## src/hdl/wad_pkg.sv

```systemverilog
// Shared types, constants and the sequencer program for the windowed average displacement block.
package wad_pkg;

    localparam int WINDOW_MAX_DEF = 32;
    localparam int WCOUNT_W       = 6;
    localparam logic [WCOUNT_W-1:0] WCOUNT_RST = 6'd2;
    localparam int COORD_W        = 32;
    localparam int DIST_W         = 32;
    localparam int SQRT_STEPS     = DIST_W;
    localparam int REM_W          = DIST_W + 3;
    localparam int STEP_W         = 5;
    localparam int CNT_W          = 7;

    // Request kinds carried on tuser.
    localparam logic CMD_POSITION = 1'b0;
    localparam logic CMD_TICK     = 1'b1;

    typedef enum logic [4:0] {
        OP_WAIT,
        OP_DIV_INIT,
        OP_DIV_STEP,
        OP_EMIT,
        OP_DIFF_X,
        OP_DIFF_Y,
        OP_SQ,
        OP_ACC_LOAD,
        OP_ACC_ADD,
        OP_SQRT_INIT,
        OP_SQRT_STEP,
        OP_DIST,
        OP_RD_HEAD,
        OP_DROP,
        OP_PUSH,
        OP_PREV
    } t_op;

    typedef enum logic [2:0] {
        COND_NEVER,
        COND_ALWAYS,
        COND_NO_TICK,
        COND_NOT_SEEN,
        COND_LOOP,
        COND_OUT_BUSY,
        COND_NO_DROP
    } t_cond;

    typedef enum logic [1:0] {
        CNT_KEEP,
        CNT_DIV,
        CNT_SQRT
    } t_cnt;

    typedef struct packed {
        t_op                op;
        t_cond              cond;
        t_cnt               cnt;
        logic [STEP_W-1:0]  tgt;
    } t_uword;

    typedef struct packed {
        t_op  op;
        logic pos_load;
    } t_dp_ctl;

    typedef struct packed {
        logic seen;
        logic drop_needed;
        logic fill_zero;
    } t_dp_stat;

    localparam logic [STEP_W-1:0] ST_IDLE  = 5'd0;
    localparam logic [STEP_W-1:0] ST_AVG   = 5'd1;
    localparam logic [STEP_W-1:0] ST_DIV   = 5'd2;
    localparam logic [STEP_W-1:0] ST_EMIT  = 5'd3;
    localparam logic [STEP_W-1:0] ST_DIFFX = 5'd4;
    localparam logic [STEP_W-1:0] ST_SQRT  = 5'd11;
    localparam logic [STEP_W-1:0] ST_DIST  = 5'd12;
    localparam logic [STEP_W-1:0] ST_PUSH  = 5'd15;

    localparam int UCODE_LEN = 17;

    // One control word per step; a taken condition jumps to tgt, otherwise the step advances.
    localparam t_uword UCODE [UCODE_LEN] = '{
        '{OP_WAIT,      COND_NO_TICK,  CNT_KEEP, ST_IDLE},
        '{OP_DIV_INIT,  COND_NOT_SEEN, CNT_DIV,  ST_DIFFX},
        '{OP_DIV_STEP,  COND_LOOP,     CNT_KEEP, ST_DIV},
        '{OP_EMIT,      COND_OUT_BUSY, CNT_KEEP, ST_EMIT},
        '{OP_DIFF_X,    COND_NEVER,    CNT_KEEP, ST_IDLE},
        '{OP_SQ,        COND_NEVER,    CNT_KEEP, ST_IDLE},
        '{OP_ACC_LOAD,  COND_NEVER,    CNT_KEEP, ST_IDLE},
        '{OP_DIFF_Y,    COND_NEVER,    CNT_KEEP, ST_IDLE},
        '{OP_SQ,        COND_NEVER,    CNT_KEEP, ST_IDLE},
        '{OP_ACC_ADD,   COND_NEVER,    CNT_KEEP, ST_IDLE},
        '{OP_SQRT_INIT, COND_NEVER,    CNT_SQRT, ST_IDLE},
        '{OP_SQRT_STEP, COND_LOOP,     CNT_KEEP, ST_SQRT},
        '{OP_DIST,      COND_NO_DROP,  CNT_KEEP, ST_PUSH},
        '{OP_RD_HEAD,   COND_NEVER,    CNT_KEEP, ST_IDLE},
        '{OP_DROP,      COND_ALWAYS,   CNT_KEEP, ST_DIST},
        '{OP_PUSH,      COND_NEVER,    CNT_KEEP, ST_IDLE},
        '{OP_PREV,      COND_ALWAYS,   CNT_KEEP, ST_IDLE}
    };

endpackage

```

## src/hdl/wad_dpath.sv

```systemverilog
// Datapath: positions, distance ring, running sum, squarer and shared shift-subtract unit.
module wad_dpath #(
    parameter int WINDOW_MAX = wad_pkg::WINDOW_MAX_DEF
) (
    input  logic                                 i_clk,
    input  logic                                 i_rst_n,
    input  wad_pkg::t_dp_ctl                     i_ctl,
    input  logic [wad_pkg::WCOUNT_W-1:0]         i_wcount,
    input  logic signed [wad_pkg::COORD_W-1:0]   i_pos_x,
    input  logic signed [wad_pkg::COORD_W-1:0]   i_pos_y,
    output wad_pkg::t_dp_stat                    o_stat,
    output logic [wad_pkg::DIST_W-1:0]           o_res
);

    localparam int HW    = (WINDOW_MAX > 1) ? $clog2(WINDOW_MAX) : 1;
    localparam int FW    = $clog2(WINDOW_MAX + 1);
    localparam int DW    = wad_pkg::DIST_W;
    localparam int CW    = wad_pkg::COORD_W;
    localparam int SUMW  = DW + $clog2(WINDOW_MAX);
    localparam int ACC_W = 2 * DW;
    localparam int REM_W = wad_pkg::REM_W;

    logic [DW-1:0]          r_mem [WINDOW_MAX];
    logic [DW-1:0]          r_rdata;
    logic [HW-1:0]          r_head;
    logic [FW-1:0]          r_fill;
    logic [SUMW-1:0]        r_sum;
    logic signed [CW-1:0]   r_cur_x;
    logic signed [CW-1:0]   r_cur_y;
    logic signed [CW-1:0]   r_prev_x;
    logic signed [CW-1:0]   r_prev_y;
    logic                   r_seen;

    logic [DW-1:0]          r_d;
    logic [ACC_W-1:0]       r_sq;
    logic [ACC_W-1:0]       r_acc;
    logic                   r_sat;
    logic [REM_W-1:0]       r_rem;
    logic [DW-1:0]          r_res;
    logic [DW-1:0]          r_dist;

    logic [FW-1:0]          eff;
    logic [CW-1:0]          op_a;
    logic [CW-1:0]          op_b;
    logic [CW:0]            diff;
    logic [DW-1:0]          diff_abs;
    logic [REM_W-1:0]       rem_s;
    logic [REM_W-1:0]       trial;
    logic [REM_W-1:0]       rem_d;
    logic                   ge;
    logic [HW:0]            wsum;
    logic [HW-1:0]          waddr;
    logic [HW-1:0]          head_inc;
    logic                   push_en;

    assign eff = (int'(i_wcount) > WINDOW_MAX) ? FW'(WINDOW_MAX) : FW'(i_wcount);
    assign push_en = (i_ctl.op == wad_pkg::OP_PUSH) && (eff != '0);

    assign op_a     = (i_ctl.op == wad_pkg::OP_DIFF_Y) ? r_cur_y : r_cur_x;
    assign op_b     = (i_ctl.op == wad_pkg::OP_DIFF_Y) ? r_prev_y : r_prev_x;
    assign diff     = {op_a[CW-1], op_a} - {op_b[CW-1], op_b};
    assign diff_abs = diff[CW] ? DW'(-diff) : diff[DW-1:0];

    // Square root brings down two bits per step against 4*root+1; division one bit
    // per step against the fill count.
    always_comb begin
        if (i_ctl.op == wad_pkg::OP_SQRT_STEP) begin
            rem_s = {r_rem[REM_W-3:0], r_acc[ACC_W-1 -: 2]};
            trial = {1'b0, r_res, 2'b01};
        end else begin
            rem_s = {r_rem[REM_W-2:0], r_acc[ACC_W-1]};
            trial = REM_W'(r_fill);
        end
        ge    = (rem_s >= trial);
        rem_d = rem_s - trial;
    end

    assign wsum     = {1'b0, r_head} + (HW+1)'(r_fill);
    assign waddr    = (int'(wsum) >= WINDOW_MAX) ? HW'(int'(wsum) - WINDOW_MAX)
                                                 : wsum[HW-1:0];
    assign head_inc = (int'(r_head) == WINDOW_MAX - 1) ? '0 : r_head + 1'b1;

    always_ff @(posedge i_clk) begin
        if (!i_rst_n) begin
            r_head   <= '0;
            r_fill   <= '0;
            r_sum    <= '0;
            r_cur_x  <= '0;
            r_cur_y  <= '0;
            r_prev_x <= '0;
            r_prev_y <= '0;
            r_seen   <= 1'b0;
        end else begin
            if (i_ctl.pos_load) begin
                r_cur_x <= i_pos_x;
                r_cur_y <= i_pos_y;
                if (!r_seen) begin
                    r_prev_x <= i_pos_x;
                    r_prev_y <= i_pos_y;
                    r_seen   <= 1'b1;
                end
            end
            case (i_ctl.op)
                wad_pkg::OP_DROP: begin
                    r_sum  <= r_sum - SUMW'(r_rdata);
                    r_head <= head_inc;
                    r_fill <= r_fill - 1'b1;
                end
                wad_pkg::OP_PUSH: begin
                    if (push_en) begin
                        r_sum  <= r_sum + SUMW'(r_dist);
                        r_fill <= r_fill + 1'b1;
                    end
                end
                wad_pkg::OP_PREV: begin
                    r_prev_x <= r_cur_x;
                    r_prev_y <= r_cur_y;
                end
                default: ;
            endcase
        end
    end

    always_ff @(posedge i_clk) begin
        case (i_ctl.op)
            wad_pkg::OP_DIV_INIT: begin
                r_acc <= ACC_W'(r_sum) << (ACC_W - SUMW);
                r_rem <= '0;
                r_res <= '0;
            end
            wad_pkg::OP_DIV_STEP: begin
                r_acc <= r_acc << 1;
                r_rem <= ge ? rem_d : rem_s;
                r_res <= {r_res[DW-2:0], ge};
            end
            wad_pkg::OP_DIFF_X, wad_pkg::OP_DIFF_Y: begin
                r_d <= diff_abs;
            end
            wad_pkg::OP_SQ: begin
                r_sq <= r_d * r_d;
            end
            wad_pkg::OP_ACC_LOAD: begin
                r_acc <= r_sq;
                r_sat <= 1'b0;
            end
            wad_pkg::OP_ACC_ADD: begin
                {r_sat, r_acc} <= {1'b0, r_acc} + {1'b0, r_sq};
            end
            wad_pkg::OP_SQRT_INIT: begin
                r_rem <= '0;
                r_res <= '0;
            end
            wad_pkg::OP_SQRT_STEP: begin
                r_acc <= r_acc << 2;
                r_rem <= ge ? rem_d : rem_s;
                r_res <= {r_res[DW-2:0], ge};
            end
            wad_pkg::OP_DIST: begin
                r_dist <= r_sat ? '1 : r_res;
            end
            wad_pkg::OP_RD_HEAD: begin
                r_rdata <= r_mem[r_head];
            end
            default: ;
        endcase
    end

    always_ff @(posedge i_clk) begin
        if (push_en) begin
            r_mem[waddr] <= r_dist;
        end
    end

    always_comb begin
        o_stat.seen        = r_seen;
        o_stat.drop_needed = (r_fill != '0) && (r_fill >= eff);
        o_stat.fill_zero   = (r_fill == '0);
    end

    assign o_res = r_res;

    a_fill_bound: assert property (@(posedge i_clk) disable iff (!i_rst_n)
        int'(r_fill) <= WINDOW_MAX)
        else $error("window fill exceeds window depth");

    a_drop_nonempty: assert property (@(posedge i_clk) disable iff (!i_rst_n)
        (i_ctl.op == wad_pkg::OP_DROP) |-> (r_fill != '0))
        else $error("drop issued on an empty window");

endmodule

```

## src/hdl/windowed_average_displacement.sv

```systemverilog
// Top level: stream ports, window count register, microcoded sequencer and result register.
//
//  Channel   Direction  Signals                         Content
//  s_axis    in         tvalid tready tdata[63:0] tuser pos_x [31:0], pos_y [63:32]; cmd
//  m_axis    out        tvalid tready tdata[31:0]       avg_displacement
//  cfg       in         i_cfg_wen i_cfg_wdata[5:0]      window_count
//
// Requests are taken only while the sequencer waits at idle. A tick request runs the
// bit-serial divide and square root, which share one shift-subtract unit, and drops
// outdated entries; no new request is taken before it ends. Synchronous reset returns the
// sequencer to idle; the distance memory is not cleared. A stalled result waits in the
// output register, and the next tick holds at its emit step only while it is still full.
module windowed_average_displacement #(
    parameter int WINDOW_MAX = wad_pkg::WINDOW_MAX_DEF
) (
    input  logic                              i_clk,
    input  logic                              i_rst_n,
    input  logic                              s_axis_tvalid,
    output logic                              s_axis_tready,
    input  logic [2*wad_pkg::COORD_W-1:0]     s_axis_tdata,   // pos_x, pos_y
    input  logic                              s_axis_tuser,   // cmd
    output logic                              m_axis_tvalid,
    input  logic                              m_axis_tready,
    output logic [wad_pkg::DIST_W-1:0]        m_axis_tdata,   // avg_displacement
    input  logic                              i_cfg_wen,
    input  logic [wad_pkg::WCOUNT_W-1:0]      i_cfg_wdata
);

    localparam int SUMW = wad_pkg::DIST_W + $clog2(WINDOW_MAX);
    localparam int CW   = wad_pkg::COORD_W;

    logic [wad_pkg::STEP_W-1:0]   r_step;
    logic [wad_pkg::STEP_W-1:0]   n_step;
    logic [wad_pkg::CNT_W-1:0]    r_cnt;
    logic [wad_pkg::WCOUNT_W-1:0] r_wcount;
    logic                         r_out_valid;
    logic [wad_pkg::DIST_W-1:0]   r_out_data;

    wad_pkg::t_uword              uw;
    wad_pkg::t_dp_ctl             ctl;
    wad_pkg::t_dp_stat            stat;
    logic [wad_pkg::DIST_W-1:0]   res;
    logic                         in_accept;
    logic                         out_busy;
    logic                         jump;

    assign uw            = wad_pkg::UCODE[r_step];
    assign s_axis_tready = (uw.op == wad_pkg::OP_WAIT);
    assign in_accept     = s_axis_tvalid && s_axis_tready;
    assign out_busy      = r_out_valid && !m_axis_tready;

    always_comb begin
        case (uw.cond)
            wad_pkg::COND_NEVER:    jump = 1'b0;
            wad_pkg::COND_ALWAYS:   jump = 1'b1;
            wad_pkg::COND_NO_TICK:  jump = !(in_accept && (s_axis_tuser == wad_pkg::CMD_TICK));
            wad_pkg::COND_NOT_SEEN: jump = !stat.seen;
            wad_pkg::COND_LOOP:     jump = (r_cnt != wad_pkg::CNT_W'(1));
            wad_pkg::COND_OUT_BUSY: jump = out_busy;
            wad_pkg::COND_NO_DROP:  jump = !stat.drop_needed;
            default:                jump = 1'b0;
        endcase
        n_step = jump ? uw.tgt : r_step + 1'b1;
    end

    always_comb begin
        ctl.op       = uw.op;
        ctl.pos_load = in_accept && (s_axis_tuser == wad_pkg::CMD_POSITION);
    end

    always_ff @(posedge i_clk) begin
        if (!i_rst_n) begin
            r_step      <= wad_pkg::ST_IDLE;
            r_cnt       <= '0;
            r_wcount    <= wad_pkg::WCOUNT_RST;
            r_out_valid <= 1'b0;
        end else begin
            r_step <= n_step;
            case (uw.cnt)
                wad_pkg::CNT_DIV:  r_cnt <= wad_pkg::CNT_W'(SUMW);
                wad_pkg::CNT_SQRT: r_cnt <= wad_pkg::CNT_W'(wad_pkg::SQRT_STEPS);
                default: begin
                    if (uw.cond == wad_pkg::COND_LOOP) begin
                        r_cnt <= r_cnt - 1'b1;
                    end
                end
            endcase
            if (i_cfg_wen) begin
                r_wcount <= i_cfg_wdata;
            end
            // An empty window reports zero instead of the divider's all-ones quotient.
            if (uw.op == wad_pkg::OP_EMIT && !out_busy) begin
                r_out_valid <= 1'b1;
                r_out_data  <= stat.fill_zero ? '0 : res;
            end else if (m_axis_tready) begin
                r_out_valid <= 1'b0;
            end
        end
    end

    wad_dpath #(
        .WINDOW_MAX (WINDOW_MAX)
    ) u_dpath (
        .i_clk    (i_clk),
        .i_rst_n  (i_rst_n),
        .i_ctl    (ctl),
        .i_wcount (r_wcount),
        .i_pos_x  (s_axis_tdata[CW-1:0]),
        .i_pos_y  (s_axis_tdata[2*CW-1:CW]),
        .o_stat   (stat),
        .o_res    (res)
    );

    assign m_axis_tvalid = r_out_valid;
    assign m_axis_tdata  = r_out_data;

    a_loop_count: assert property (@(posedge i_clk) disable iff (!i_rst_n)
        (uw.cond == wad_pkg::COND_LOOP) |-> (r_cnt != '0))
        else $error("iteration loop entered with a zero count");

    a_tick_start: assert property (@(posedge i_clk) disable iff (!i_rst_n)
        (in_accept && (s_axis_tuser == wad_pkg::CMD_TICK)) |=> (r_step == wad_pkg::ST_AVG))
        else $error("tick request did not start the averaging program");

    a_emit_loads: assert property (@(posedge i_clk) disable iff (!i_rst_n)
        (uw.op == wad_pkg::OP_EMIT && !out_busy) |=> m_axis_tvalid)
        else $error("emit step left the result register empty");

endmodule

```

## config.mk

```make
export PLATFORM = sky130hd
export DESIGN_NAME = windowed_average_displacement
export DESIGN_NICKNAME = d
export VERILOG_FILES = /design/src/hdl/wad_pkg.sv /design/src/hdl/wad_dpath.sv /design/src/hdl/windowed_average_displacement.sv
export SDC_FILE = /design/constraint.sdc
export NUM_CORES = 2
export LEC_CHECK = 0
export ABC_AREA = 1
export BUFFER_PORTS_ARGS = -buffer_cell sky130_fd_sc_hd__buf_4
export CORE_ASPECT_RATIO = 0.75
export CORE_MARGIN = 2
export CORE_UTILIZATION = 50
export CTS_BUF_LIST = sky130_fd_sc_hd__clkbuf_16
export CTS_CLUSTER_SIZE = 10
export DETAILED_ROUTE_END_ITERATION = 16
export PLACE_DENSITY = 0.76
export SYNTH_ARGS = -nofsm -noshare
export SYNTH_HDL_FRONTEND = slang
export SYNTH_HIERARCHICAL = 1
export SYNTH_SLANG_ARGS = --single-unit
```

## constraint.sdc

```tcl
create_clock -name i_clk -period 21.1 [get_ports i_clk]
set_input_delay 1.055 -clock i_clk [delete_from_list [all_inputs] [get_ports i_clk]]
set_output_delay 1.055 -clock i_clk [all_outputs]
set_load 0.01 [all_outputs]
```

Word-level counts from Yosys, hierarchy flattened
Memories as Yosys holds them, arrays and structs flattened. A register that Yosys moved wholly into a read port is not among the register bits.
Cells that the tools add are included.
Operators by class
  bitwise operators: 2
  muxes and demuxes: 33
  equality and inequality tests: 27
  reductions and logical operators: 29
  $add $sub $neg: 13
  $mul: 1
  $lt $le $gt $ge: 5
Operators by type and width (number)
  case mux 64 bit (5 select lines): 1
  two-way mux 32 bit: 9
  case mux 37 bit (2 select lines): 1
  two-way mux 34 bit: 2
  case mux 34 bit (2 select lines): 1
  adder 64 x 64 -> 65 bit: 1
  multiplier 32 x 32 -> 64 bit: 1
  case mux 32 bit (2 select lines): 1
  equality test 5 x 4 -> 1 bit (second input constant): 8
  adder 37 x 32 -> 37 bit: 1
  two-way mux 37 bit: 1
  subtractor 37 x 32 -> 37 bit: 1
  >= comparator 35 x 34 -> 1 bit: 1
  two-way mux 35 bit: 1
  subtractor 34 bit: 1
  subtractor 32 x 32 -> 33 bit: 1
  negation 32 bit: 1
  two-way mux 15 bit: 2
  equality test 5 x 3 -> 1 bit (second input constant): 4
  two-way mux 5 bit: 3
  case mux 7 bit (2 select lines): 1
  >= comparator 6 bit (second input constant): 2
  two-way mux 6 bit: 2
  case mux 6 bit (2 select lines): 1
  other kinds (34): 62
Word-level totals
  memory bits (writable): 1024
  bits in registers: 487
  output and inout port bits: 34
  bits in read-only memories: 480
  memories kept: 2
  word-level logic and storage cells: 132
  input port bits: 76
Memory list
  u_dpath.r_mem: depth 32, width 32, read ports 1, clocked after Yosys merged registers in 1, wr ports 1, RTL line wad_dpath.sv:23  | logic [DW-1:0] r_mem [WINDOW_MAX];
  (name not given): depth 32, width 15, read ports 1, clocked after Yosys merged registers in 0, wr ports 0, RTL line windowed_average_displacement.sv:47  | assign uw = wad_pkg::UCODE[r_step];

Logic depth before layout (Yosys ltp)
  depth in word-level cells: 10
  mapped depth: 33
  mapped depth without buffers: 31

By module
The synthesis kept the hierarchy.
By module, submodules not included
  wad_dpath: area each 102809.9 µm², cells an instance 11089, instances 1
  windowed_average_displacement: area each 2563.7 µm², cells an instance 305, instances 1

Least setup slack after synthesis
OpenSTA, ideal clock, no wires.
  path kind: flip-flop to flip-flop
  from: register r_step[0] (netlist name)
  to: register u_dpath.r_d[30], data pin
  library setup time: 252 ps
  clock period less this slack: 7443 ps
  data arrival time: 7190 ps
  path slack: 13657 ps
  stages on the path, launching flop included: 29
  required time: 20848 ps
  path buffers: 1
  path through: dfxtp_1 inv_1 ha_1 nand2_2 nand2_2 o21ai_1 nand2_1 nor3_1 nand2_1 buf_2 mux2_2 ha_1 inv_1 fa_1 inv_1 ha_1 inv_1 nor2_1 nand3_1 nor2_1 nand2_1 nor2_1 nand3_1 nor2_2 nand2_2 nor2_4 nand3_2 nand3b_1 nand2_1
RTL lines
  start, declared: RTL line windowed_average_displacement.sv:32  | logic [wad_pkg::STEP_W-1:0] r_step;
  start signal, assigned: RTL line windowed_average_displacement.sv:73  | r_step <= wad_pkg::ST_IDLE;
  start signal, assigned: RTL line windowed_average_displacement.sv:78  | r_step <= n_step;
  end signal, assigned: RTL line wad_dpath.sv:137  | r_d <= diff_abs;
  end, declared: RTL line wad_dpath.sv:34  | logic [DW-1:0] r_d;

Worst setup path after layout
  from: register u_dpath.r_d[23]
  to: register u_dpath.r_sq[41], data pin
On the way
  longest elaborated chain between the ends: 1
RTL lines
  multiplier 32 x 32 -> 64 bit: RTL line wad_dpath.sv:140  | r_sq <= r_d * r_d;
  end signal, assigned: RTL line wad_dpath.sv:140
  end, declared: RTL line wad_dpath.sv:35  | logic [ACC_W-1:0] r_sq;
Every way passes these cells.
A chain may end at the register's enable or synchronous reset.

==> results_dict.tcl <==
set metrics [dict create \
    num_rows 145 \
    maxCapViolations 0 \
    worst_slew_pin_slew_ns 1.40 \
    slowest_delay_ns 0.72 \
    crit_chain "buf_4 > nand2_1 > fa_1 > fa_1 > fa_1 > fa_1 > inv_1 > fa_1 > fa_1 > fa_1 > inv_1 > fa_1 > inv_1 > ha_1 > nand2_1 > nor2_1 > inv_1 > nor2_1 > inv_1 > nor4_1 > a21oi_1 > o21ai_0 > xor2_1" \
    insertion_delay_ns 0.86 \
    cp.arrival_ns 9.02 \
    drive_gt1_share_pct 5.53 \
    dr_total_vias 82800 \
    grtUsageMet2_pct 42.4 \
    clk_pin_slew_ns 0.06 \
    cts_hold_buf 0 \
    synth_compound_area_share_pct 10.9 \
    ios 110 \
    cts-resized-gates 0 \
    regArea_sq_um 44400 \
    ys_async_sr_fraction_pct 0 \
    hold_slack_ns 0.427 \
    min_path_type "in2reg" \
    post_cts_buffers 0 \
    yosysMostFrequentCell "nand2_1" \
    cp_common_cell "fa_1" \
    antenna_found_initial 3 \
    fmax_mhz 118 \
    skew_ns 0.0801 \
    fillers 18100 \
    multiInputGateArea_sq_um 52300 \
    first_iter_violations 11200 \
    initial_core_util_pct 50.5 \
    firstDrtPassIters 6 \
    status "completed" \
    cts_buffer_depth 3 \
    finalHoldViolations 0 \
    synth_flop_cell "edfxtp_1" \
    die_area_sq_um 214000 \
    area.growth.synth_to_final_pct 8.60 \
    cts-root-buf "clkbuf_16" \
    grt_max_degree 219 \
    critical_path_class "reg2reg" \
    drv_slew 0 \
    slew_headroom_pct 6.71 \
    syn_area_per_cell_sq_um 9.25 \
    yosys-mux-area-fraction_pct 0.665 \
    grt_first_pass_wirelength_mm 490 \
    place_hpwl_mm 227 \
    cp_max_fo 32 \
    cts_buffers 178 \
    grt_pass1_vias 81500 \
    grtUsageTotal_pct 29.7 \
    die_h_microns 402 \
    grt-ovfl-total 0 \
    yosysSeqAreaShare_pct 42.1 \
    rsz0062_at_grt "false" \
    cts_tree "yes" \
    cp_data_required_time_ns 21.66 \
    clock_sinks 1542 \
    die_w_microns 534 \
    finish.net_count 12700 \
    synth_cells 11400 \
    ys_ff_latch 1542 \
    cp_slowest_cell "nor4_1" \
    yosys.area.top_type "edfxtp_1" \
    synthTopCellsByCount "nand2_1 (1968), inv_1 (1910), nor2_1 (1384)" \
    gp_congestion 0.990 \
    routed_wl_mm 322 \
    synth_cell_type_count 65 \
    synth-adder-area-share_pct 21.0 \
    netlist_area_sq_um 105000 \
    synth_top_family_by_area "adder cells" \
    via_per_inst 5.83 \
    synthXorXnorAreaFrac_pct 1.75 \
    critPathLaunchType "register" \
    detail-route-antenna-nets 0 \
    drcViolationCount 0 \
    port_buffers 109 \
    synth_area_leaders "edfxtp_1 (38%), fa_1 (15%), nand2_1 (7.0%), inv_1 (6.8%), ha_1 (5.9%)" \
    tns_ns 0 \
    yosys.area_share.simple_pct 15.0 \
    synth_edf_count 1346 \
    finalSetupViolations 0 \
    grtUsageMet1_pct 45.8 \
    top_usage_layer "met1" \
    grt_util_met3_pct 6.41 \
    synth_top_area_share_pct 38.4 \
    finalCritPeriodShare_pct 40.1 \
    post-route-min-period_ns 8.46 \
    coreArea_sq_um 209000 \
    wl_per_cell_microns 22.7 \
    ys_warn_count 6 \
    cts.htree.levels 4 \
    cp-end-kind "register" \
]
cells by family after synthesis:
group	Yosys count
xor gates and xnor gates	210
and+or+nand+nor	3919
buffers and inverters	2397
other	1
adders and majority gates	1292
AOI/OAI and AO/OA	1967
muxes	66
DFF	1542
layout make-up:
type                    count  area share, %
well taps                2793           3.05
clock inverters            69          0.621
multi-input cells        7460           45.7
repair buffers            234           1.57
diodes                      1        0.00219
flip-flops and latches   1542           38.8
inverters                1935           6.36
clock buffers             178           3.89
layer usage:
layer  routed length [microns]  vias to the layer above
met3                     38300                      570
met1                    141000                    40500
li1                          -                    37200
met2                    134000                     4561
met4                      8110                        2
met5                        70                        -
metrics by stage:
stage               instances  setup slack [ns]  instance area, sq um  utilization (%)
global placement        14000             12.85                109000             52.3
global route            14200             12.37                114000             54.8
finish                  14200             12.64                114000             54.8
detailed placement      14000             12.87                109000             52.3
floorplan               11400             13.66                105000                -
CTS                     14200             12.76                114000             54.8
placed cells by master (no fill, tap or decap), types with 51 or more instances in the layout:
cell type / n
a21oi_1: 408
a311oi_1: 64
a31oi_1: 51
buf_4: 231
clkbuf_16: 178
dfxtp_1: 193
edfxtp_1: 1346
fa_1: 797
ha_1: 495
inv_1: 1942
nand2_1: 1967
nand3_1: 314
nand4_1: 102
nor2_1: 1342
o21ai_0: 909
o21bai_1: 62
o221ai_1: 105
o22ai_1: 158
xnor2_1: 82
xor2_1: 127
worst max-delay path: cells and delay by family (launching register included):
kind | cells | cell delay (ns)
DFF | 1 | 0.32
and+or+nand+nor | 5 | 1.40
xor gates and xnor gates | 1 | 0.37
buffers and inverters | 6 | 0.79
AOI/OAI and AO/OA | 2 | 0.76
adders and majority gates | 9 | 4.47
sequential cells by signal (all words and copies together) (netlist names), 34 cells and up:
name	flops
u_dpath/r_rem	34
u_dpath/r_mem	1024
u_dpath/r_sq	63
u_dpath/r_sum	37
u_dpath/r_acc	64
worst paths after layout:
check / startpoint / end / slack, ns / cells after the start
worst min register to register: u_dpath/r_cur_y[21]$_SDFFE_PN0P_ / u_dpath/r_prev_y[21]$_SDFFE_PN0P_ / 0.46 / 2
worst max register to register: u_dpath/r_d[23]$_DFFE_PP_ / u_dpath/r_sq[41]$_DFFE_PN_ / 12.64 / 23
worst max-delay path: u_dpath/r_d[23]$_DFFE_PP_ / u_dpath/r_sq[41]$_DFFE_PN_ / 12.64 / 23
worst min-delay path: s_axis_tdata[20] / u_dpath/r_cur_x[20]$_SDFFE_PN0P_ / 0.43 / 3
Power is left out: the tool's default activity adds up to more than one toggle a clock period on the data nets, which glitch-free logic cannot reach.
